## src/rtl/psf_pkg.sv

```systemverilog
`timescale 1ns / 1ps
// ----------------------------------------------------------------------------
// psf_pkg : shared types, constants and table functions
// Field widths, register codes, controller/datapath command and status
// structs, the minimum-image helper and the cosine table generator.
// ----------------------------------------------------------------------------
package psf_pkg;

   localparam int PosW     = 18;
   localparam int BoxW     = 10;
   localparam int WaveW    = 16;
   localparam int OrderW   = 17;
   localparam int CosW     = 18;
   localparam int DispW    = 20;
   localparam int PhaseW   = 24;
   localparam int QuotW    = 18;
   localparam int CsrIdxW  = 2;
   localparam int CsrDataW = 16;

   localparam logic [OrderW-1:0] OrderOne = OrderW'(65536);
   localparam logic [63:0]       HalfPiQ30 = 64'd1686629713;
   localparam logic [63:0]       OneQ30    = 64'd1073741824;

   typedef enum logic [CsrIdxW-1:0] {
      CSR_BOX_WIDTH  = 2'd0,
      CSR_BOX_HEIGHT = 2'd1,
      CSR_WAVE_X     = 2'd2,
      CSR_WAVE_Y     = 2'd3
   } csr_index_type;

   // controller to datapath
   typedef struct packed {
      logic store;      // capture point and write it to the store
      logic rd_en;      // read one stored point for a pair
      logic square;     // register N squared
      logic div_load;   // set up the divider
      logic div_step;   // one quotient bit
      logic out_load;   // load the result register
      logic acc_clear;  // start a new frame sum
   } cmd_type;

   // datapath to controller
   typedef struct packed {
      logic pipe_busy;
      logic out_free;
   } status_type;

   // minimum-image displacement along one axis, Q11.8
   function automatic logic signed [DispW-1:0] min_image(
      input logic [BoxW-1:0] box,
      input logic [PosW-1:0] a,
      input logic [PosW-1:0] b
   );
      logic [PosW-1:0]         len;
      logic signed [PosW:0]    d1;
      logic signed [PosW:0]    m;
      logic signed [DispW-1:0] m2;
      logic signed [DispW-1:0] res;
      len = {box, 8'b0};
      d1  = $signed({1'b0, a}) - $signed({1'b0, b});
      m   = d1[PosW] ? -d1 : d1;
      m2  = $signed({2'b0, len}) - DispW'(m);
      if (m2 > DispW'(m)) begin
         res = DispW'(d1);
      end else if (d1 > 0) begin
         res = -m2;
      end else if (d1 < 0) begin
         res = m2;
      end else begin
         res = '0;
      end
      return res;
   endfunction

   // next Taylor term: divide the x^2-scaled term by the factorial step (2n-1)(2n)
   function automatic logic [63:0] taylor_term(input logic [63:0] t, input int n);
      logic [63:0] f;
      unique case (n)
         1:       f = t / 64'd2;
         2:       f = t / 64'd12;
         3:       f = t / 64'd30;
         4:       f = t / 64'd56;
         5:       f = t / 64'd90;
         6:       f = t / 64'd132;
         7:       f = t / 64'd182;
         default: f = t / 64'd240;
      endcase
      return f;
   endfunction

   // quarter-wave cosine sample, Q1.16, evaluated at elaboration
   function automatic logic signed [CosW-1:0] quarter_cos(input int j, input int bits);
      logic [63:0] x;
      logic [63:0] x2;
      logic [63:0] term;
      logic signed [63:0] s;
      logic [63:0] half_q;
      half_q = 64'(1) << (bits - 3);
      x    = (HalfPiQ30 * 64'(j) + half_q) >> (bits - 2);
      x2   = (x * x) >> 30;
      term = OneQ30;
      s    = $signed(OneQ30);
      for (int n = 1; n <= 8; n++) begin
         term = taylor_term((term * x2) >> 30, n);
         if (n % 2 == 1) begin
            s = s - $signed(term);
         end else begin
            s = s + $signed(term);
         end
      end
      if (s < 0) begin
         s = 0;
      end
      if (s > $signed(OneQ30)) begin
         s = $signed(OneQ30);
      end
      s = (s + 64'sd8192) >>> 14;
      return CosW'(s);
   endfunction

   // full-wave table entry built from four quadrants
   function automatic logic signed [CosW-1:0] cos_entry(input int k, input int bits);
      int q;
      int j;
      int quarter;
      logic signed [CosW-1:0] v;
      quarter = 1 << (bits - 2);
      q = k >> (bits - 2);
      j = k & (quarter - 1);
      unique case (q)
         0:       v = quarter_cos(j, bits);
         1:       v = -quarter_cos(quarter - j, bits);
         2:       v = -quarter_cos(j, bits);
         default: v = quarter_cos(quarter - j, bits);
      endcase
      return v;
   endfunction

endpackage

```

## src/rtl/psf_ctrl.sv

```systemverilog
`timescale 1ns / 1ps
// ----------------------------------------------------------------------------
// psf_ctrl : frame sequencer
// Takes points, walks the stored points for each pair, then drains the
// pair pipeline and steps the divider to close the frame.
// ----------------------------------------------------------------------------
module psf_ctrl import psf_pkg::*; #(
   parameter int MAX_POINTS = 1024
) (
   input  logic                              clock,
   input  logic                              reset,
   input  logic                              req_valid,
   input  logic                              req_last,
   output logic                              req_ready,
   output cmd_type                           cmd,
   output logic [$clog2(MAX_POINTS+1)-1:0]   count,
   output logic [$clog2(MAX_POINTS)-1:0]     rd_addr,
   input  status_type                        status
);
   localparam int CW = $clog2(MAX_POINTS + 1);
   localparam int AB = $clog2(MAX_POINTS);
   localparam int SW = $clog2(QuotW);

   typedef enum logic [6:0] {
      ST_IDLE   = 7'b0000001,
      ST_PAIR   = 7'b0000010,
      ST_DRAIN  = 7'b0000100,
      ST_SQUARE = 7'b0001000,
      ST_SETUP  = 7'b0010000,
      ST_DIVIDE = 7'b0100000,
      ST_EMIT   = 7'b1000000
   } state_type;

   state_type       state_ff, state_in;
   logic [CW-1:0]   count_ff, count_in;
   logic [AB-1:0]   j_ff, j_in;
   logic            last_ff, last_in;
   logic [SW-1:0]   step_ff, step_in;
   logic            full;
   logic [CW-1:0]   count_m1;

   assign full     = (count_ff == CW'(MAX_POINTS));
   assign count_m1 = count_ff - CW'(1);
   assign count    = count_ff;
   assign rd_addr  = j_ff;

   // next state and commands
   always_comb begin
      state_in  = state_ff;
      count_in  = count_ff;
      j_in      = j_ff;
      last_in   = last_ff;
      step_in   = step_ff;
      cmd       = '0;
      req_ready = 1'b0;
      unique case (state_ff)
         ST_IDLE: begin
            req_ready = 1'b1;
            if (req_valid) begin
               last_in   = req_last;
               cmd.store = !full;
               if (full) begin
                  state_in = req_last ? ST_DRAIN : ST_IDLE;
               end else if (count_ff == '0) begin
                  count_in = CW'(1);
                  state_in = req_last ? ST_DRAIN : ST_IDLE;
               end else begin
                  j_in     = '0;
                  state_in = ST_PAIR;
               end
            end
         end
         ST_PAIR: begin
            cmd.rd_en = 1'b1;
            if (j_ff == count_m1[AB-1:0]) begin
               count_in = count_ff + CW'(1);
               state_in = last_ff ? ST_DRAIN : ST_IDLE;
            end else begin
               j_in = j_ff + AB'(1);
            end
         end
         ST_DRAIN: begin
            if (!status.pipe_busy) begin
               state_in = ST_SQUARE;
            end
         end
         ST_SQUARE: begin
            cmd.square = 1'b1;
            state_in   = ST_SETUP;
         end
         ST_SETUP: begin
            cmd.div_load = 1'b1;
            step_in      = '0;
            state_in     = ST_DIVIDE;
         end
         ST_DIVIDE: begin
            cmd.div_step = 1'b1;
            if (step_ff == SW'(QuotW - 1)) begin
               state_in = ST_EMIT;
            end else begin
               step_in = step_ff + SW'(1);
            end
         end
         ST_EMIT: begin
            if (status.out_free) begin
               cmd.out_load  = 1'b1;
               cmd.acc_clear = 1'b1;
               count_in      = '0;
               state_in      = ST_IDLE;
            end
         end
         default: begin
            state_in = ST_IDLE;
         end
      endcase
   end

   // hold control state
   always_ff @(posedge clock) begin
      if (reset) begin
         state_ff <= ST_IDLE;
         count_ff <= '0;
         j_ff     <= '0;
         last_ff  <= 1'b0;
         step_ff  <= '0;
      end else begin
         state_ff <= state_in;
         count_ff <= count_in;
         j_ff     <= j_in;
         last_ff  <= last_in;
         step_ff  <= step_in;
      end
   end

endmodule

```

## config.mk

```make
export PLATFORM = sky130hd
export DESIGN_NAME = psf_ctrl
export DESIGN_NICKNAME = d
export VERILOG_FILES = /design/src/rtl/psf_pkg.sv /design/src/rtl/psf_ctrl.sv
export SDC_FILE = /design/constraint.sdc
export NUM_CORES = 1
export LEC_CHECK = 0
export ABC_CLOCK_PERIOD_IN_PS = 3280
export BUFFER_PORTS_ARGS = -buffer_cell sky130_fd_sc_hd__buf_2
export CELL_PAD_IN_SITES_DETAIL_PLACEMENT = 0
export CELL_PAD_IN_SITES_GLOBAL_PLACEMENT = 1
export CORE_MARGIN = 2
export CORE_UTILIZATION = 40
export DETAILED_ROUTE_END_ITERATION = 6
export GPL_TIMING_DRIVEN = 0
export HOLD_SLACK_MARGIN = 0.12
export PLACE_DENSITY_LB_ADDON = 0.1
export SLEW_MARGIN = 0
export SYNTH_ARGS = -nofsm -noshare
export SYNTH_HDL_FRONTEND = slang
export SYNTH_SLANG_ARGS = --single-unit
export TNS_END_PERCENT = 1
```

## constraint.sdc

```tcl
create_clock -name clock -period 3.28 [get_ports clock]
set_clock_uncertainty 0.2 [all_clocks]
set_input_delay 0.164 -clock clock [delete_from_list [all_inputs] [get_ports clock]]
set_output_delay 0.164 -clock clock [all_outputs]
set_load 0.05 [all_outputs]
```

==> summary.md, run 1 <==
| Metric | Value |
|---|---|
| Worst setup path class | `reg -> reg` |
| DRT Pass-1 Iters | `4` |
| R2R Path End | `state_ff[0]` |
| VDD IR max | `204 uV` |
| IO Pins | `35` |
| Static Leak | `1.10 nW` |
| Global Route Usage Sum | `0.199` |
| Synthesized area | `2260 um^2` |
| CTS buffer count | `5` |
| Mean area per synthesized cell | `8.20 um^2` |
| Post-synthesis async set-or-reset flop share | `0` |
| Worst setup SP type | `register` |
| Antenna violations before repair | `0` |
| Area grow syn2layout | `19.3%` |
| Placed cell count | `381` |
| Seq pwr share | `0.410` |
| Pwr per Cell Area | `392 nW/um^2` |
| Hold Crit Class | `in -> reg` |
| Critical path capture point type | `register` |
| Drt wl/cell | `14.7 um` |
| Sequential area share after synthesis | `0.301` |
| Hold Vio Cnt, Final | `0` |
| Die width | `79.2 um` |
| Met3 Wirelength | `198 um` |
| First-pass GRT wire length | `9760 um` |
| IO Port Bufs | `33` |
| Total number of vias | `2169` |
| Switch share | `0.314` |
| CP Data Required Time | `3.29 ns` |
| Yosys reg bits | `34` |
| Post-synth net total | `288` |
| Tmin final | `2.96 ns` |
| Via-to-Cell Ratio | `5.49` |
| Largest buffer count on any clock path | `2` |
| Clk_lat worst skew | `0.29 ns` |
| Final worst path period share | `0.902` |
| Unrepaired setup endpoints after global routing | `false` |
| Crit path max fanout | `10` |
| Final setup vio count | `0` |
| Final Power | `1.06 mW` |
| Logic gate share of total power | `0.233` |
| Synth Flop Type | `dfxtp_1` |
| # rows | `27` |
| Int Pwr | `726 uW` |
| Post-synth EDFFs | `0` |
| Final ANT Viol Nets | `0` |
| Clk slew on worst S/H paths | `0.07 ns` |
| R2r startpoint | `count[0]` |
| Vias in the first global route | `1941` |
| Max-cap viol count | `0` |
| Peak Freq | `0.338 GHz` |
| Min Hold Slack | `0.189 ns` |
| Worst Min Path Start | `reset` |
| DRC Markers | `0` |
| M1 wire length | `2780 um` |
| CTS Sinks | `34` |
| Largest net degree at the start of global routing | `11` |
| Met2 Wirelength | `2750 um` |
| FF-to-FF path depth | `10` |
| Slew margin rel. | `0.466` |
| Die span in y | `79.2 um` |
| H-tree levels | `2` |
| Worst hold endpoint | `state_ff[6]` |
| Fin Setup TNS | `0 ns` |
| Clock Power Share | `0.356` |
| Ant diodes | `0` |
| Synth Warn # | `0` |
| Cell variety after synth | `63` |
| Hold depth | `3` |
| # nets final | `334` |
| Worst-Margin Slew | `0.794 ns` |
| P_sw | `333 uW` |
| Worst R2R Setup Slack | `0.32 ns` |
| DP HPWL | `4260 um` |
| Fraction of layout cells with a size suffix above 1 | `0.217` |
| Outcome | `finished, final reports clean` |
| Fin. max-slew vios | `0` |
| Placer Congestion | `0.769` |
| Core Footprint | `5470 um^2` |
| Worst EP arrival | `2.97 ns` |
| CTS tree | `built` |
| Starting Density | `0.414` |
| DR top layer | `met4` |
| Non-filler instance count after layout | `395` |
| Post-Route WL | `5790 um` |
| Synthesized instance count | `276` |
| GRT overflow | `0` |
| DRT iter0 DRCs | `81` |
| Root buf cell | `clkbuf_8` |
| Die area | `6280 um^2` |
-- sequential cells by signal, summed over array words and instances (netlist names) --
register,flops
state_ff,7
rd_addr,10
last_ff,1
count,11
step_ff,5
-- cells in the mapped netlist (all sizes together), types with 5 or more instances --
cell / count / area (um^2)
nand2: 24 / 90.1
ha: 6 / 75.1
xnor2: 6 / 52.6
dfxtp: 34 / 681
o31ai: 8 / 65.1
a21oi: 18 / 90.1
buf: 5 / 27.5
and4b: 5 / 56.3
xor2: 7 / 61.3
inv: 12 / 45.0
nor3: 13 / 87.6
nand4: 6 / 37.5
mux2i: 5 / 50.1
nand3: 16 / 92.6
nand2b: 9 / 56.3
or3: 5 / 32.5
nor2: 22 / 90.1
or4: 7 / 57.6
clkbuf: 7 / 36.3
-- power by group through the flow --
stage | registers [mW] | clock network, mW | logic, mW
after floorplan | 0.449 | 0 | 0.180
after global placement | 0.444 | 0 | 0.238
final | 0.435 | 0.378 | 0.247
after global routing | 0.437 | 0.408 | 0.275
after CTS | 0.434 | 0.386 | 0.245
after detailed placement | 0.444 | 0 | 0.236
-- per-stage QoR --
step | area, um^2 | setup slack, ns | util
final | 2700 | 0.321 | 0.494
after global routing | 2700 | 0.0314 | 0.494
after CTS | 2690 | 0.0470 | 0.491
after detailed placement | 2520 | 0.0782 | 0.460
after global placement | 2520 | 0.0369 | 0.460
after floorplan | 2260 | 0.0670 | -
-- worst max-delay path, stage by stage, from the launching register on --
cell and delay [ns]:
dfxtp_2 0.37, inv_1 0.11, ha_1 0.25, nor2b_1 0.28, nand2_1 0.11, nor4b_2 0.34, nor2_4 0.08, o31ai_4 0.37
clkbuf_4 0.30, nand4_1 0.24, o21ai_0 0.24
-- cells by family after synthesis --
group / count (synthesis) / share of synthesized area
xor+xnor: 13 / 0.0503
fa+ha+maj: 6 / 0.0332
compound gates: 56 / 0.174
mux: 5 / 0.0221
flops: 34 / 0.301
simple gates: 137 / 0.367
buf+inv: 25 / 0.0536
-- routing by layer --
metal  global-route usage  up-vias
met5                    0        -
met4               0.0603        0
met3               0.0386        7
met2                0.333       32
met1                0.258     1021
li1                     -     1109
-- worst max-delay path by stage --
stage | to | from | slack (ns) | cells past startpoint
after detailed placement | state_ff[4] | count[0] | 0.08 | 10
after CTS | state_ff[4] | count[0] | 0.05 | 10
final | state_ff[0] | count[0] | 0.32 | 10
after global placement | state_ff[0] | count[0] | 0.04 | 10
after global routing | state_ff[0] | count[0] | 0.03 | 10
after floorplan | step_ff[3] | state_ff[1] | 0.07 | 7
-- layout make-up --
cell class              instances  area (um^2)
fillers                       573         2770
multi-input cells             217         1470
flip-flops and latches         34          682
repair buffers                 39          225
clock buffers                   8          110
well taps                      72         90.1
plain buffers                  13         78.8
inverters                      12         45.0
-- cell usage in the layout (no fill, tap or decap), types with 2 or more instances in the layout --
cell type / synthesis / final
a211oi_1: 4 / 4
a21o_1: 4 / 4
a21oi_1: 18 / 18
a31oi_1: 4 / 4
and2_1: 2 / 2
and3_1: 3 / 3
and4b_1: 2 / 2
and4b_2: 2 / 2
buf_2: 4 / 36
clkbuf_1: 6 / 6
clkbuf_8: 1 / 9
dfxtp_1: 34 / 33
dlygate4sd3_1: 0 / 6
ha_1: 6 / 6
inv_1: 12 / 12
mux2i_1: 5 / 5
nand2_1: 24 / 24
nand2b_1: 9 / 9
nand3_1: 15 / 15
nand3b_1: 4 / 4
nand4_1: 6 / 6
nand4b_1: 3 / 3
nor2_1: 21 / 21
nor3_1: 11 / 11
nor3_4: 2 / 2
nor3b_1: 3 / 3
nor4_1: 2 / 2
o21ai_0: 4 / 4
o22ai_1: 3 / 3
o311ai_0: 2 / 2
o31ai_1: 7 / 7
or2_2: 2 / 2
or2b_2: 2 / 2
or3_1: 4 / 4
or4_1: 5 / 5
xnor2_1: 6 / 6
xor2_1: 7 / 7
-- repair_timing --
action	in CTS	in global routing
hold buffers	6	0
setup endpoints to repair	0	8
setup buffers	0	0
hold endpoints to repair	5	0
gates resized for setup	0	3
Power figures use the tool's default switching activity.
==> inputs of run 2 (changes only) <==
HOLD_SLACK_MARGIN = 0.1   (was 0.12)
PLACE_DENSITY = 0.74   (was not set)
PLACE_DENSITY_LB_ADDON = not set   (was 0.1)
==> summary.md, run 2 (same netlist as run 1, synthesis figures left out) <==
| Metric | Value |
|---|---|
| Outcome | `finished, final reports clean` |
| Drt wl/cell | `15.0 um (+2.5%)` |
| Largest net degree at the start of global routing | `11 (unchanged)` |
| Post-Route WL | `5920 um (+2.2%)` |
| Ant diodes | `0 (unchanged)` |
| Via-to-Cell Ratio | `5.56 (+1.3%)` |
| Die width | `79.2 um (unchanged)` |
| Fill count | `566 (-1.2%)` |
| Clk slew on worst S/H paths | `0.07 ns (about the same)` |
| Worst setup SP type | `register` |
| Final setup vio count | `0 (unchanged)` |
| Fin. max-slew vios | `0 (unchanged)` |
| Die span in y | `79.2 um (unchanged)` |
| Placed cell count | `381 (unchanged)` |
| Die area | `6280 um^2 (unchanged)` |
| Area grow syn2layout | `18.0%` |
| Hold Vio Cnt, Final | `0 (unchanged)` |
| IO Pins | `35 (unchanged)` |
| DRC Markers | `0 (unchanged)` |
| Worst-Margin Slew | `0.741 ns (-0.0535 ns)` |
| Min Hold Slack | `0.233 ns (+0.0445 ns)` |
| Fin Setup TNS | `0 ns (unchanged)` |
| Antenna violations before repair | `0 (unchanged)` |
| Global Route Usage Sum | `0.195 (-0.00363)` |
| Total number of vias | `2192 (+1.1%)` |
| DRT Pass-1 Iters | `4 (unchanged)` |
| Cell breakdown of the critical path | `inv_1, ha_1, nor2b_1, a221oi_1, nand3b_1, nor2_4, o31a_1, or4_1, a21oi_1` |
| Pwr per Cell Area | `378 nW/um^2 (-3.7%)` |
| Starting Density | `0.414 (unchanged)` |
| Final Util | `0.488 (-0.00549)` |
| Multi-input logic area | `1470 um^2 (unchanged)` |
| Max-cap viol count | `0 (unchanged)` |
| CTS tree | `built` |
| Vias in the first global route | `1993 (+2.7%)` |
| Worst EP arrival | `3.08 ns (+0.11 ns)` |
| IO Port Bufs | `33 (unchanged)` |
| Most frequent cells in the layout | `36 x buf_2, 34 x dfxtp_1, 24 x nand2_1, 21 x nor2_1, 18 x a21oi_1` |
| First-pass GRT wire length | `9580 um (-1.8%)` |
| CTS buffer count | `5 (unchanged)` |
| GRT overflow | `0 (unchanged)` |
| Slew margin rel. | `0.502 (+0.0359)` |
| FF/Latch Area | `681 um^2 (-0.18%)` |
| Delay-heaviest family, CP | `simple AND/OR/NAND/NOR gates` |
| # rows | `27 (unchanged)` |
| Largest buffer count on any clock path | `2 (unchanged)` |
| Fraction of layout cells with a size suffix above 1 | `0.211 (-0.00554)` |
| CTS Sinks | `34 (unchanged)` |
| Worst path slowest cell | `or4_1` |
| Final Power | `1.01 mW (-4.7%)` |
| Worst setup path class | `reg -> reg` |
| Bufs and invs on worst path | `1 (-1)` |
| Max FFs per register | `11 (unchanged)` |
| Peak Freq | `0.327 GHz (-3.2%)` |
| DP HPWL | `4370 um (+2.6%)` |
| Non-filler instance count after layout | `394 (-0.25%)` |
| Placer Congestion | `0.809 (+5.3%)` |
| CP Data Required Time | `3.30 ns (about the same)` |
| Hold Crit Class | `in -> reg` |
| Clk_lat worst skew | `0.29 ns (about the same)` |
| Final worst path period share | `0.932 (+0.0296)` |
| H-tree levels | `2 (unchanged)` |
| Core Footprint | `5470 um^2 (unchanged)` |
| VDD IR max | `227 uV (+11%)` |
| Unrepaired setup endpoints after global routing | `false` |
| Critical path capture point type | `register` |
| Most common cell after layout, fill and taps aside | `buf_2` |
| Root buf cell | `clkbuf_8` |
| # nets final | `333 (-0.30%)` |
| Post-CTS setup buffer count | `0 (unchanged)` |
| Static Leak | `1.08 nW (-1.4%)` |
| DRT iter0 DRCs | `90 (+11%)` |
| Tmin final | `3.06 ns (+0.0971 ns)` |
| Largest stage delay, worst path | `0.54 ns (+0.17 ns)` |
| Final ANT Viol Nets | `0 (unchanged)` |
| Crit path max fanout | `9 (-1)` |
==> run 2: tightest hold or removal path, stage by stage <==
cell	delay [ns]
clkbuf_1	0.29
or3_1	0.16
mux2i_1	0.06
==> run 2: power breakdown <==
| part | total [mW] | internal [mW] | switching [mW] |
|---|---|---|---|
| registers | 0.435 | 0.422 | 0.0129 |
| clock network | 0.329 | 0.169 | 0.160 |
| logic | 0.246 | 0.0898 | 0.156 |
| total | 1.01 | 0.681 | 0.328 |
==> run 2: worst paths after layout <==
check / startpoint / end / slack (ns) / cells past startpoint
hold reg to reg: last_ff / last_ff / 0.28 / 2
setup / recovery: count[0] / count[8] / 0.22 / 9
hold / removal: reset / rd_addr[9] / 0.23 / 3
setup reg to reg: count[0] / count[8] / 0.22 / 9
==> run 2: stage by stage <==
stage / instance area (um^2) / setup WS, ns
2_1_floorplan: 2260 / 0.0670
3_3_place_gp: 2520 / 0.0341
3_5_place_dp: 2520 / 0.115
4_1_cts: 2660 / 0.0982
5_1_grt: 2670 / 0.00817
6_report: 2670 / 0.224
==> run 2: per-layer routing <==
layer,vias to the layer above,part of all wire,GRT usage
li1,1110,-,-
met1,1039,0.46,0.234
met2,38,0.49,0.346
met3,5,0.038,0.0443
met4,0,0.0095,0.0586
met5,-,0,0
==> run 2: what timing repair did <==
item	CTS	global route
gates resized for setup	0	2
hold buffers	5	0
endpoints found under the hold margin	4	0
endpoints found under the setup margin	0	6
==> run 2: layout make-up <==
cell class              instances  share of cell area
flip-flops and latches         34               0.255
multi-input cells             217               0.550
repair buffers                 38              0.0806
inverters                      12              0.0169
clock inverters                 1             0.00187
plain buffers                  13              0.0295
well taps                      72              0.0337
clock buffers                   7              0.0323
==> inputs of run 3 (changes only) <==
CTS_BUF_LIST = sky130_fd_sc_hd__clkbuf_16   (was not set)
==> summary.md, run 3 (same netlist as run 1, synthesis figures left out) <==
| Metric | Value |
|---|---|
| Outcome | `finished, final reports clean` |
| Peak Freq | `0.329 GHz (+0.41%)` |
| Largest buffer count on any clock path | `2 (unchanged)` |
| Most common cell after layout, fill and taps aside | `buf_2` |
| Ant diodes | `0 (unchanged)` |
| Clk slew on worst S/H paths | `0.05 ns (-0.02 ns)` |
| Slew margin rel. | `0.470 (-0.0327)` |
| DRC Markers | `0 (unchanged)` |
| Final setup vio count | `0 (unchanged)` |
| Worst path slowest cell | `or4_1` |
| Die area | `6280 um^2 (unchanged)` |
| Unrepaired setup endpoints after global routing | `false` |
| Static Leak | `1.11 nW (+2.2%)` |
| IO Pins | `35 (unchanged)` |
| Clk_lat worst skew | `0.28 ns (about the same)` |
| FF/Latch Area | `681 um^2 (unchanged)` |
| GRT overflow | `0 (unchanged)` |
| Critical path capture point type | `register` |
| CTS tree | `built` |
| Switch share | `0.304 (-0.0206)` |
| CTS buffer count | `5 (unchanged)` |
| Post-CTS setup buffer count | `0 (unchanged)` |
| Final worst path period share | `0.928 (-0.00378)` |
| CTS Sinks | `34 (unchanged)` |
| Max FFs per register | `11 (unchanged)` |
| Fraction of layout cells with a size suffix above 1 | `0.208 (-0.00311)` |
| Worst setup path class | `reg -> reg` |
| P_sw | `344 uW (+5.0%)` |
| Root buf cell | `clkbuf_16` |
| Seq pwr share | `0.385 (-0.046)` |
| Largest stage delay, worst path | `0.54 ns (about the same)` |
| Via-to-Cell Ratio | `5.54 (-0.50%)` |
| Clock Power Share | `0.397 (+0.071)` |
| Multi-input logic area | `1470 um^2 (unchanged)` |
| Logic gate share of total power | `0.218 (-0.025)` |
| Crit path max fanout | `9 (unchanged)` |
| H-tree levels | `2 (unchanged)` |
| Hold Vio Cnt, Final | `0 (unchanged)` |
| Int Pwr | `787 uW (+15%)` |
| Hold Crit Class | `in -> reg` |
| IO Port Bufs | `33 (unchanged)` |
| Die span in y | `79.2 um (unchanged)` |
| Worst-Margin Slew | `0.789 ns (+0.0487 ns)` |
| Worst EP arrival | `3.05 ns (-0.03 ns)` |
| # nets final | `333 (unchanged)` |
| Area grow syn2layout | `20.1%` |
| Largest net degree at the start of global routing | `11 (unchanged)` |
| Placer Congestion | `0.809 (unchanged)` |
| Core Footprint | `5470 um^2 (unchanged)` |
| Fin Setup TNS | `0 ns (unchanged)` |
| Total number of vias | `2181 (-0.50%)` |
| Drt wl/cell | `15.2 um (+0.95%)` |
| # rows | `27 (unchanged)` |
| Vias in the first global route | `2017 (+1.2%)` |
| Pwr per Cell Area | `416 nW/um^2 (+10%)` |
| Worst setup SP type | `register` |
| Final Power | `1.13 mW (+12%)` |
| Global Route Usage Sum | `0.198 (+0.00282)` |
| DRT iter0 DRCs | `84 (-6.7%)` |
| DRT Pass-1 Iters | `4 (unchanged)` |
| Fin. max-slew vios | `0 (unchanged)` |
| Max-cap viol count | `0 (unchanged)` |
| Post-Route WL | `5980 um (+0.95%)` |
| Most frequent cells in the layout | `36 x buf_2, 34 x dfxtp_1, 24 x nand2_1, 21 x nor2_1, 18 x a21oi_1` |
| Final ANT Viol Nets | `0 (unchanged)` |
| CP Data Required Time | `3.29 ns (about the same)` |
| DP HPWL | `4370 um (unchanged)` |
| Fill count | `566 (unchanged)` |
| VDD IR max | `237 uV (+4.1%)` |
| Antenna violations before repair | `0 (unchanged)` |
| First-pass GRT wire length | `9770 um (+1.9%)` |
| Starting Density | `0.414 (unchanged)` |
| Tmin final | `3.04 ns (-0.0124 ns)` |
| Die width | `79.2 um (unchanged)` |
| Cell breakdown of the critical path | `inv_1, ha_1, nor2b_1, a221oi_1, nand3b_1, nor2_4, o31a_1, or4_1, a21oi_1` |
==> run 3: layout make-up <==
| cell class | instances | share of cell area |
|---|---|---|
| multi-input combinational | 217 | 0.541 |
| inverter | 12 | 0.0166 |
| clock inverter | 3 | 0.00460 |
| timing repair buffer | 38 | 0.0792 |
| tap | 72 | 0.0331 |
| clock buffer | 5 | 0.0460 |
| sequential | 34 | 0.250 |
| buffer | 13 | 0.0290 |
==> run 3: power groups by stage <==
stage,sequential (mW),clock (mW),combinational (mW)
after floorplan,0.449,0,0.180
after global placement,0.444,0,0.236
after detailed placement,0.444,0,0.237
after CTS,0.435,0.457,0.244
after global routing,0.437,0.480,0.272
final,0.435,0.449,0.246
==> run 3: final timing paths <==
| check | startpoint | end | slack, ns | depth (start not counted) |
|---|---|---|---|---|
| setup / recovery | count[0] | count[8] | 0.24 | 9 |
| hold / removal | reset | rd_addr[9] | 0.26 | 3 |
| setup reg to reg | count[0] | count[8] | 0.24 | 9 |
| hold reg to reg | last_ff | last_ff | 0.28 | 2 |
==> run 3: per-layer routing <==
metal,routed length [um],vias to the layer above,share of wire,global-route usage
li1,-,1108,-,-
met4,42,0,0.0070,0.0483
met1,2850,1039,0.48,0.247
met2,2900,29,0.49,0.349
met5,0,-,0,0
met3,175,5,0.029,0.0398
==> run 3: timing repair <==
item,CTS,global route
endpoints found under the hold margin,4,0
gates resized for setup,0,2
hold buffers,5,0
setup endpoints to repair,0,6
==> run 3: worst max-delay path: cells and delay by family, from the launching register on <==
family          cells  cell delay, ns
flops               1            0.49
simple gates        4            0.99
compound gates      3            0.89
fa+ha+maj           1            0.28
buf+inv             1            0.13
==> run 3: through the flow <==
stage	cell area, um^2	utilization	setup slack, ns	hold slack (ns)	cells
2_1_floorplan	2260	-	0.0670	0.111	276
3_3_place_gp	2520	0.460	0.0341	0.256	381
3_5_place_dp	2520	0.460	0.115	0.263	381
4_1_cts	2710	0.495	0.102	0.258	394
5_1_grt	2720	0.497	0.0108	0.288	394
6_report	2720	0.497	0.236	0.255	394
